==> src/sv/iidl_pkg.sv <==
// Shared types and constants for the indexed insert/delete list.
// No dependencies; used by the cell and the top level.
package iidl_pkg;

  // Widest cell index supported (capacity up to 1024 entries)
  localparam int IDX_W = 10;

  typedef logic [IDX_W-1:0] idx_t;

  // Command codes carried on the input channel
  typedef enum logic [2:0] {
    CMD_APPEND    = 3'd0,
    CMD_INSERT    = 3'd1,
    CMD_DELETE    = 3'd2,
    CMD_READ      = 3'd3,
    CMD_OVERWRITE = 3'd4,
    CMD_PEEK      = 3'd5,
    CMD_LENGTH    = 3'd6,
    CMD_CLEAR     = 3'd7
  } cmd_t;

  // Result status codes
  typedef enum logic [1:0] {
    ST_OK    = 2'd0,
    ST_RANGE = 2'd1,
    ST_FULL  = 2'd2
  } status_t;

  // What every cell does on an accepted command
  typedef enum logic [1:0] {
    CELL_HOLD   = 2'd0,
    CELL_INSERT = 2'd1,
    CELL_DELETE = 2'd2,
    CELL_WRITE  = 2'd3
  } cell_op_t;

  // Broadcast control from the command decoder to the cell row
  typedef struct packed {
    logic     en;      // a command was accepted this cycle
    cell_op_t op;
    idx_t     pos;     // target index of insert, delete or write
    logic     rd_en;   // read or peek that passed its checks
    idx_t     rd_idx;  // entry to return
  } cell_ctl_t;

endpackage

==> src/sv/iidl_cell.sv <==
// One storage cell of the list: holds one entry and trades it with its neighbors.
// Depends on iidl_pkg for the broadcast control struct.
module iidl_cell #(
  parameter int DATA_WIDTH = 32,
  parameter int IDX        = 0
) (
  input  logic                     clk,
  input  iidl_pkg::cell_ctl_t      ctl,
  input  logic [DATA_WIDTH-1:0]    wr_data,
  input  logic [DATA_WIDTH-1:0]    left_data,   // entry of the cell below
  input  logic [DATA_WIDTH-1:0]    right_data,  // entry of the cell above
  output logic [DATA_WIDTH-1:0]    data_o,
  output logic [DATA_WIDTH-1:0]    rd_o         // entry if selected, else zero
);

  localparam iidl_pkg::idx_t MY_IDX = iidl_pkg::idx_t'(IDX);

  logic [DATA_WIDTH-1:0] data_r, data_nxt;
  logic [DATA_WIDTH-1:0] rd_r, rd_nxt;

  // Next entry value
  always_comb begin
    data_nxt = data_r;
    case (ctl.op)
      iidl_pkg::CELL_INSERT: begin
        if (MY_IDX > ctl.pos) data_nxt = left_data;
        else if (MY_IDX == ctl.pos) data_nxt = wr_data;
      end
      iidl_pkg::CELL_DELETE: begin
        if (MY_IDX >= ctl.pos) data_nxt = right_data;
      end
      iidl_pkg::CELL_WRITE: begin
        if (MY_IDX == ctl.pos) data_nxt = wr_data;
      end
      default: data_nxt = data_r;
    endcase
  end

  // Read capture, taken from the entry before this command's update
  assign rd_nxt = (ctl.rd_en && (MY_IDX == ctl.rd_idx)) ? data_r : '0;

  always_ff @(posedge clk) begin
    if (ctl.en) begin
      data_r <= data_nxt;
      rd_r   <= rd_nxt;
    end
  end

  assign data_o = data_r;
  assign rd_o   = rd_r;

endmodule
==> config.mk <==
export PLATFORM = sky130hd
export DESIGN_NAME = iidl_cell
export DESIGN_NICKNAME = d
export VERILOG_FILES = /design/src/sv/iidl_pkg.sv /design/src/sv/iidl_cell.sv
export SDC_FILE = /design/constraint.sdc
export NUM_CORES = 1
export LEC_CHECK = 0
export ABC_CLOCK_PERIOD_IN_PS = 3500
export BUFFER_PORTS_ARGS = -buffer_cell sky130_fd_sc_hd__buf_2
export CAP_MARGIN = 25
export CORE_MARGIN = 3
export CORE_UTILIZATION = 45
export CTS_CLUSTER_DIAMETER = 200
export DETAILED_ROUTE_END_ITERATION = 10
export GPL_TIMING_DRIVEN = 0
export PLACE_DENSITY = 0.81
export REMOVE_ABC_BUFFERS = 1
export SKIP_CTS_REPAIR_TIMING = 1
export SLEW_MARGIN = 25
export SYNTH_ARGS = -nofsm -noshare
export SYNTH_HDL_FRONTEND = slang
export SYNTH_SLANG_ARGS = --single-unit
export TNS_END_PERCENT = 1
==> constraint.sdc <==
create_clock -name clk -period 3.5 [get_ports clk]
set_clock_uncertainty 0.1 [all_clocks]
set_input_delay 0.35 -clock clk [delete_from_list [all_inputs] [get_ports clk]]
set_output_delay 0.35 -clock clk [all_outputs]
set_load 0.01 [all_outputs]
==> results.sh, run 1 <==
export IMPL_status="finished, final reports clean"
export IMPL_critPathSlowestCell="nor2b_4"
export IMPL_crit_start="ctl[20]"
export IMPL_r2r_start="data_o[17]"
export IMPL_track_usage_pct=21.17
export IMPL_numClockSinks=64
export IMPL_rows=30
export IMPL_finalSetupViolCount=0
export IMPL_synth_compound_area_share_pct=18.03
export IMPL_tightest_slew_ns=0.8034
export IMPL_seqCellArea_um2=1922
export IMPL_final_period_utilization_pct=64.85
export IMPL_overflow=0
export IMPL_relSlewSlack_pct=46.44
export IMPL_start_util_pct=47.60
export IMPL_grt_max_degree=65
export IMPL_grt_pass1_vias=2871
export IMPL_htree_levels=3
export IMPL_coreArea_um2=6982
export IMPL_dpl_cell_area_um2=4209
export IMPL_cts_tree="done"
export IMPL_hpwlAfterDp_um=6198
export IMPL_path_max_fanout=17
export IMPL_areaGrowthSynthToFinish_pct=32.00
export IMPL_fmax_ghz=0.4406
export IMPL_design_area_um2=4387
export IMPL_multiInputGateArea_um2=1252
export IMPL_hold_slack_ns=0.2828
export IMPL_synth_simple_gate_area_share_pct=18.34
export IMPL_pwr_share_seq_pct=52.6
export IMPL_ys_seq_area_share_pct=57.83
export IMPL_top_level_ports=185
export IMPL_hold_class="in -> reg"
export IMPL_cap_violations=0
export IMPL_dieArea_um2=8452
export IMPL_syn_area_um2=3323
export IMPL_netSwitchingFraction_pct=24.22
export IMPL_arrival_ns=2.19
export IMPL_critPathRequiredTime_ns=3.42
export IMPL_final_setup_worst_slack_ns=1.230
export IMPL_grt_pass1_wl_um=14350
export IMPL_drv_slew=0
export IMPL_wl_um=8883
export IMPL_via_per_inst=5.619
export IMPL_path_clk_slew_ns=0.07
export IMPL_p_clk_share_pct=34.6
export IMPL_combPwrFrac_pct=12.8
export IMPL_port_buffers=152
export IMPL_ys_seq_elements=64
export IMPL_rrSetupSlack_ns=2.46
export IMPL_clk_latency_ns=0.32
export IMPL_fp_dieW_um=91.94
export IMPL_synth_top_family_by_area="simple AND/OR/NAND/NOR gates"
export IMPL_root_buffer="clkbuf_8"
export IMPL_intPower_mw=1.292
export IMPL_max_vdd_ir_drop_v=0.0002978
export IMPL_antenna_found_initial=0
export IMPL_numCtsBuffers=9
export IMPL_finalCriticalPeriod_ns=2.270
export IMPL_dp_cells=494
export IMPL_worst_setup_path_start_kind="input port"
export IMPL_p_leak_nw=1.729
export IMPL_netSwitchingPower_mw=0.4131
export IMPL_fillers=575
export IMPL_n_antenna_cell=0
export IMPL_synth_mux_area_share_pct=0
export IMPL_drtIter0Drc=176
export IMPL_crit_chain="buf_2 -> nor4_4 -> buf_4 -> a41oi_1 -> nor2b_4 -> buf_16"
export IMPL_nNetsFinal=530
export IMPL_powerDensity_nw_per_um2=388.8
export IMPL_worstSetupPathType="in -> reg"
export IMPL_wl_per_cell_um=17.45
export IMPL_r2r_cells=2
export IMPL_finalHoldViolations=0
export IMPL_layout_drive_gt1_share_pct=51.09
export IMPL_synthAdderAreaFrac_pct=0
export IMPL_synth_distinct_cells=21
export IMPL_slowest_delay_ns=0.51
export IMPL_place_ws_ns=0.9140
export IMPL_layout_cells_non_filler=509
export IMPL_worst_setup_path_endpoint="data_o[9]"
export IMPL_antenna_left=0
export IMPL_dr_pass1_iters=4
export IMPL_synth_warnings=0
export IMPL_vias=2860
export IMPL_grt_setup_unrepaired="false"
export IMPL_cts_buffer_depth=2
export IMPL_gp_congestion=0.7442
export IMPL_reg2reg_to="data_o[17]"
export IMPL_die_h_um=91.94
export IMPL_power_total_mw=1.705
export IMPL_route_detailed_drc=0
export IMPL_syn_avg_cell_area_um2=12.40
export IMPL_synth_xor_area_share_pct=0
export IMPL_endpoint_kind="flop"
export IMPL_syn_inst=268
==> worst min path at each step <==
stage | from | end | slack [ns] | depth (start not counted)
after floorplan | ctl[23] | rd_o[0] | 0.36 | 0
after global placement | data_o[9] | rd_o[9] | 0.47 | 1
after detailed placement | data_o[25] | rd_o[25] | 0.48 | 1
after CTS | right_data[14] | data_o[14] | 0.26 | 3
after global routing | right_data[10] | data_o[10] | 0.28 | 3
final | right_data[18] | data_o[18] | 0.28 | 3
==> Yosys cell counts (all sizes together) <==
library cell | n | area, um2
a31oi | 32 | 200.2
a41oi | 1 | 8.760
and2 | 32 | 200.2
and3 | 1 | 6.260
buf | 17 | 140.1
clkbuf | 14 | 52.55
edfxtp | 64 | 1922
nand2b | 1 | 6.260
nand4 | 32 | 200.2
nor2 | 33 | 123.9
nor2b | 1 | 6.260
nor3 | 1 | 5.000
nor4 | 3 | 31.28
nor4b | 1 | 8.760
o31ai | 32 | 390.4
or2 | 1 | 6.260
or4 | 2 | 15.01
==> worst max-delay path: cells and delay by family <==
family          cells  cell delay (ns)
buf+inv             3             0.65
compound gates      1             0.20
simple gates        2             0.97
==> layout make-up <==
class	instances	area share, %
sequential	64	43.81
multi-input combinational	173	28.55
timing repair buffer	161	20.88
clock buffer	10	2.909
tap	96	2.738
clock inverter	5	1.112
==> routing by layer <==
layer / part of all wire (%) / vias to the layer above / track usage [%]
met4: 0.71 / 0 / 6.559
met2: 49 / 160 / 34.55
met1: 42 / 1352 / 28.54
met3: 8.6 / 7 / 4.184
li1: - / 1341 / -
met5: 0 / - / 0
==> cell families after synthesis <==
logic type / after synthesis
AOI/OAI and AO/OA: 65
buffers and inverters: 31
DFF: 64
and+or+nand+nor: 108
==> registers in the layout, indices dropped and copies added (netlist names) <==
| name | cells |
|---|---|
| data_o | 32 |
| rd_o | 32 |
==> power by group through the flow <==
stage	Combinational [mW]	Sequential, mW	Clock (mW)
floorplan	0.0704	0.929	0
global placement	0.191	0.914	0
detailed placement	0.217	0.914	0
CTS	0.218	0.897	0.603
global route	0.237	0.901	0.631
finish	0.217	0.897	0.591
==> per-stage QoR <==
step,util [%],TNS [ns]
after floorplan,-,-18.50
after global placement,57.46,-71.65
after detailed placement,60.29,0
after CTS,62.81,0
after global routing,62.83,0
final,62.83,0
==> layout by cell type, fill, tap and decap left out, types with 2 or more instances in the layout <==
| master | Yosys | final |
|---|---|---|
| o31ai_2 | 30 | 30 |
| clkbuf_8 | 0 | 9 |
| or4_2 | 0 | 2 |
| and2_1 | 32 | 32 |
| buf_4 | 0 | 4 |
| edfxtp_1 | 64 | 64 |
| a31oi_1 | 32 | 32 |
| clkinv_1 | 0 | 3 |
| nand4_1 | 32 | 32 |
| buf_2 | 7 | 152 |
| buf_16 | 0 | 4 |
| o31ai_1 | 2 | 2 |
| nor4_4 | 0 | 2 |
| nor2_1 | 33 | 32 |
Power figures use the tool's default switching activity.
==> run 2, diff against run 1 <==
--- a/config.mk
+++ b/config.mk
@@ -5,7 +5,7 @@
 export SDC_FILE = /design/constraint.sdc
 export NUM_CORES = 1
 export LEC_CHECK = 0
-export ABC_CLOCK_PERIOD_IN_PS = 3500
+export ABC_CLOCK_PERIOD_IN_PS = 2100
 export BUFFER_PORTS_ARGS = -buffer_cell sky130_fd_sc_hd__buf_2
 export CAP_MARGIN = 25
 export CORE_MARGIN = 3
==> constraint.sdc (replaced) <==
create_clock -name clk -period 2.1 [get_ports clk]
set_clock_uncertainty 0.1 [all_clocks]
set_input_delay 0.21 -clock clk [delete_from_list [all_inputs] [get_ports clk]]
set_output_delay 0.21 -clock clk [all_outputs]
set_load 0.01 [all_outputs]
==> results.sh, run 2 (synthesized netlist as in run 1, its figures left out) <==
export IMPL_htree_levels=3
export IMPL_areaGrowthSynthToFinish_pct=32.83
export IMPL_powerDensity_nw_per_um2=644.9
export IMPL_numClockSinks=64
export IMPL_p_leak_nw=1.742
export IMPL_combPwrFrac_pct=12.9
export IMPL_worst_setup_path_endpoint="data_o[28]"
export IMPL_cts_tree="done"
export IMPL_critPathSlowestCell="or4_2"
export IMPL_root_buffer="clkbuf_8"
export IMPL_reg2reg_to="data_o[0]"
export IMPL_route_detailed_drc=0
export IMPL_via_per_inst=5.613
export IMPL_hold_slack_ns=0.1406
export IMPL_p_clk_share_pct=34.6
export IMPL_track_usage_pct=21.17
export IMPL_finalHoldViolations=0
export IMPL_final_cell_mix="buf_2, edfxtp_1"
export IMPL_final_common_cell="buf_2"
export IMPL_vias=2868
export IMPL_grt_pass1_vias=2871
export IMPL_antenna_found_initial=0
export IMPL_relSlewSlack_pct=46.13
export IMPL_grt_max_degree=65
export IMPL_intPower_mw=2.159
export IMPL_place_ws_ns=-0.3460
export IMPL_layout_drive_gt1_share_pct=51.33
export IMPL_overflow=0
export IMPL_grt_pass1_wl_um=14350
export IMPL_finalSetupViolCount=0
export IMPL_antenna_left=0
export IMPL_drtIter0Drc=184
export IMPL_crit_chain="buf_2 -> or4_2 -> buf_16 -> o31ai_2 -> a31oi_1"
export IMPL_n_antenna_cell=0
export IMPL_numCtsBuffers=9
export IMPL_worstSetupPathType="in -> reg"
export IMPL_rrSetupSlack_ns=1.06
export IMPL_netSwitchingPower_mw=0.6884
export IMPL_endpoint_kind="flop"
export IMPL_final_period_utilization_pct=97.06
export IMPL_wl_per_cell_um=17.42
export IMPL_die_h_um=91.94
export IMPL_cts_buffer_depth=2
export IMPL_status="finished, final reports clean"
export IMPL_critPathRequiredTime_ns=2.02
export IMPL_clk_latency_ns=0.32
export IMPL_coreArea_um2=6982
export IMPL_r2r_cells=2
export IMPL_port_buffers=152
export IMPL_top_level_ports=185
export IMPL_worst_setup_path_start_kind="input port"
export IMPL_pwr_share_seq_pct=52.5
export IMPL_nNetsFinal=532
export IMPL_grt_setup_unrepaired="false"
export IMPL_path_clk_slew_ns=0.07
export IMPL_dr_pass1_iters=4
export IMPL_fp_dieW_um=91.94
export IMPL_netSwitchingFraction_pct=24.18
export IMPL_crit_start="ctl[20]"
export IMPL_final_setup_worst_slack_ns=0.06166
export IMPL_gp_congestion=0.7442
export IMPL_slowest_delay_ns=0.98
export IMPL_arrival_ns=1.96
export IMPL_dieArea_um2=8452
export IMPL_cap_violations=0
export IMPL_r2r_start="data_o[0]"
export IMPL_path_max_fanout=17
export IMPL_tightest_slew_ns=0.8080
export IMPL_hpwlAfterDp_um=6198
export IMPL_start_util_pct=47.60
export IMPL_rows=30
export IMPL_wl_um=8902
export IMPL_drv_slew=0
export IMPL_hold_class="in -> reg"
export IMPL_fmax_ghz=0.4906
export IMPL_max_vdd_ir_drop_v=0.0004968
export IMPL_finalCriticalPeriod_ns=2.038
## run 2: critical path, delay by kind of cell
kind	cells	cell delay [ns]
AOI/OAI and AO/OA	2	0.35
and+or+nand+nor	1	0.98
buffers and inverters	2	0.41
## run 2: worst min-delay path by stage
stage	from	to	slack, ns	cells after the start
floorplan	ctl[23]	rd_o[0]	0.22	0
global placement	right_data[17]	data_o[17]	0.46	3
detailed placement	right_data[18]	data_o[18]	0.47	3
CTS	right_data[14]	data_o[14]	0.12	3
global route	right_data[10]	data_o[10]	0.14	3
finish	right_data[18]	data_o[18]	0.14	3
## run 2: metrics by stage
| step | util (%) | instances | total power [mW] | setup TNS [ns] | instance area [um2] |
|---|---|---|---|---|---|
| floorplan | - | 237 | 1.666 | -65.10 | 3131 |
| global placement | 57.46 | 485 | 1.841 | -149.17 | 4011 |
| detailed placement | 60.29 | 494 | 1.886 | -15.12 | 4209 |
| CTS | 62.81 | 509 | 2.864 | -0.007088 | 4385 |
| global route | 63.23 | 511 | 2.955 | 0 | 4414 |
| finish | 63.23 | 511 | 2.847 | 0 | 4414 |
## run 2: power by group through the flow
stage / Sequential [mW] / Clock [mW] / Combinational [mW]
after detailed placement: 1.52 / 0 / 0.362
after CTS: 1.50 / 1.01 / 0.363
final: 1.50 / 0.984 / 0.368
after global routing: 1.50 / 1.05 / 0.402
after floorplan: 1.55 / 0 / 0.117
after global placement: 1.52 / 0 / 0.319
## run 2: per-layer routing
metal  GRT usage (%)  up-vias  share of wire [%]
met5               0        -                  0
met1           28.54     1351                 42
met2           34.55      164                 48
met3           4.184        7                9.1
li1                -     1346                  -
met4           6.559        0               0.70
## run 2: final cells by class
type | instances | area (um2)
multi-input cells | 173 | 1252
repair buffers | 163 | 943.4
clock inverters | 5 | 48.80
fillers | 573 | 2567
clock buffers | 10 | 127.6
flip-flops and latches | 64 | 1922
well taps | 96 | 120.1
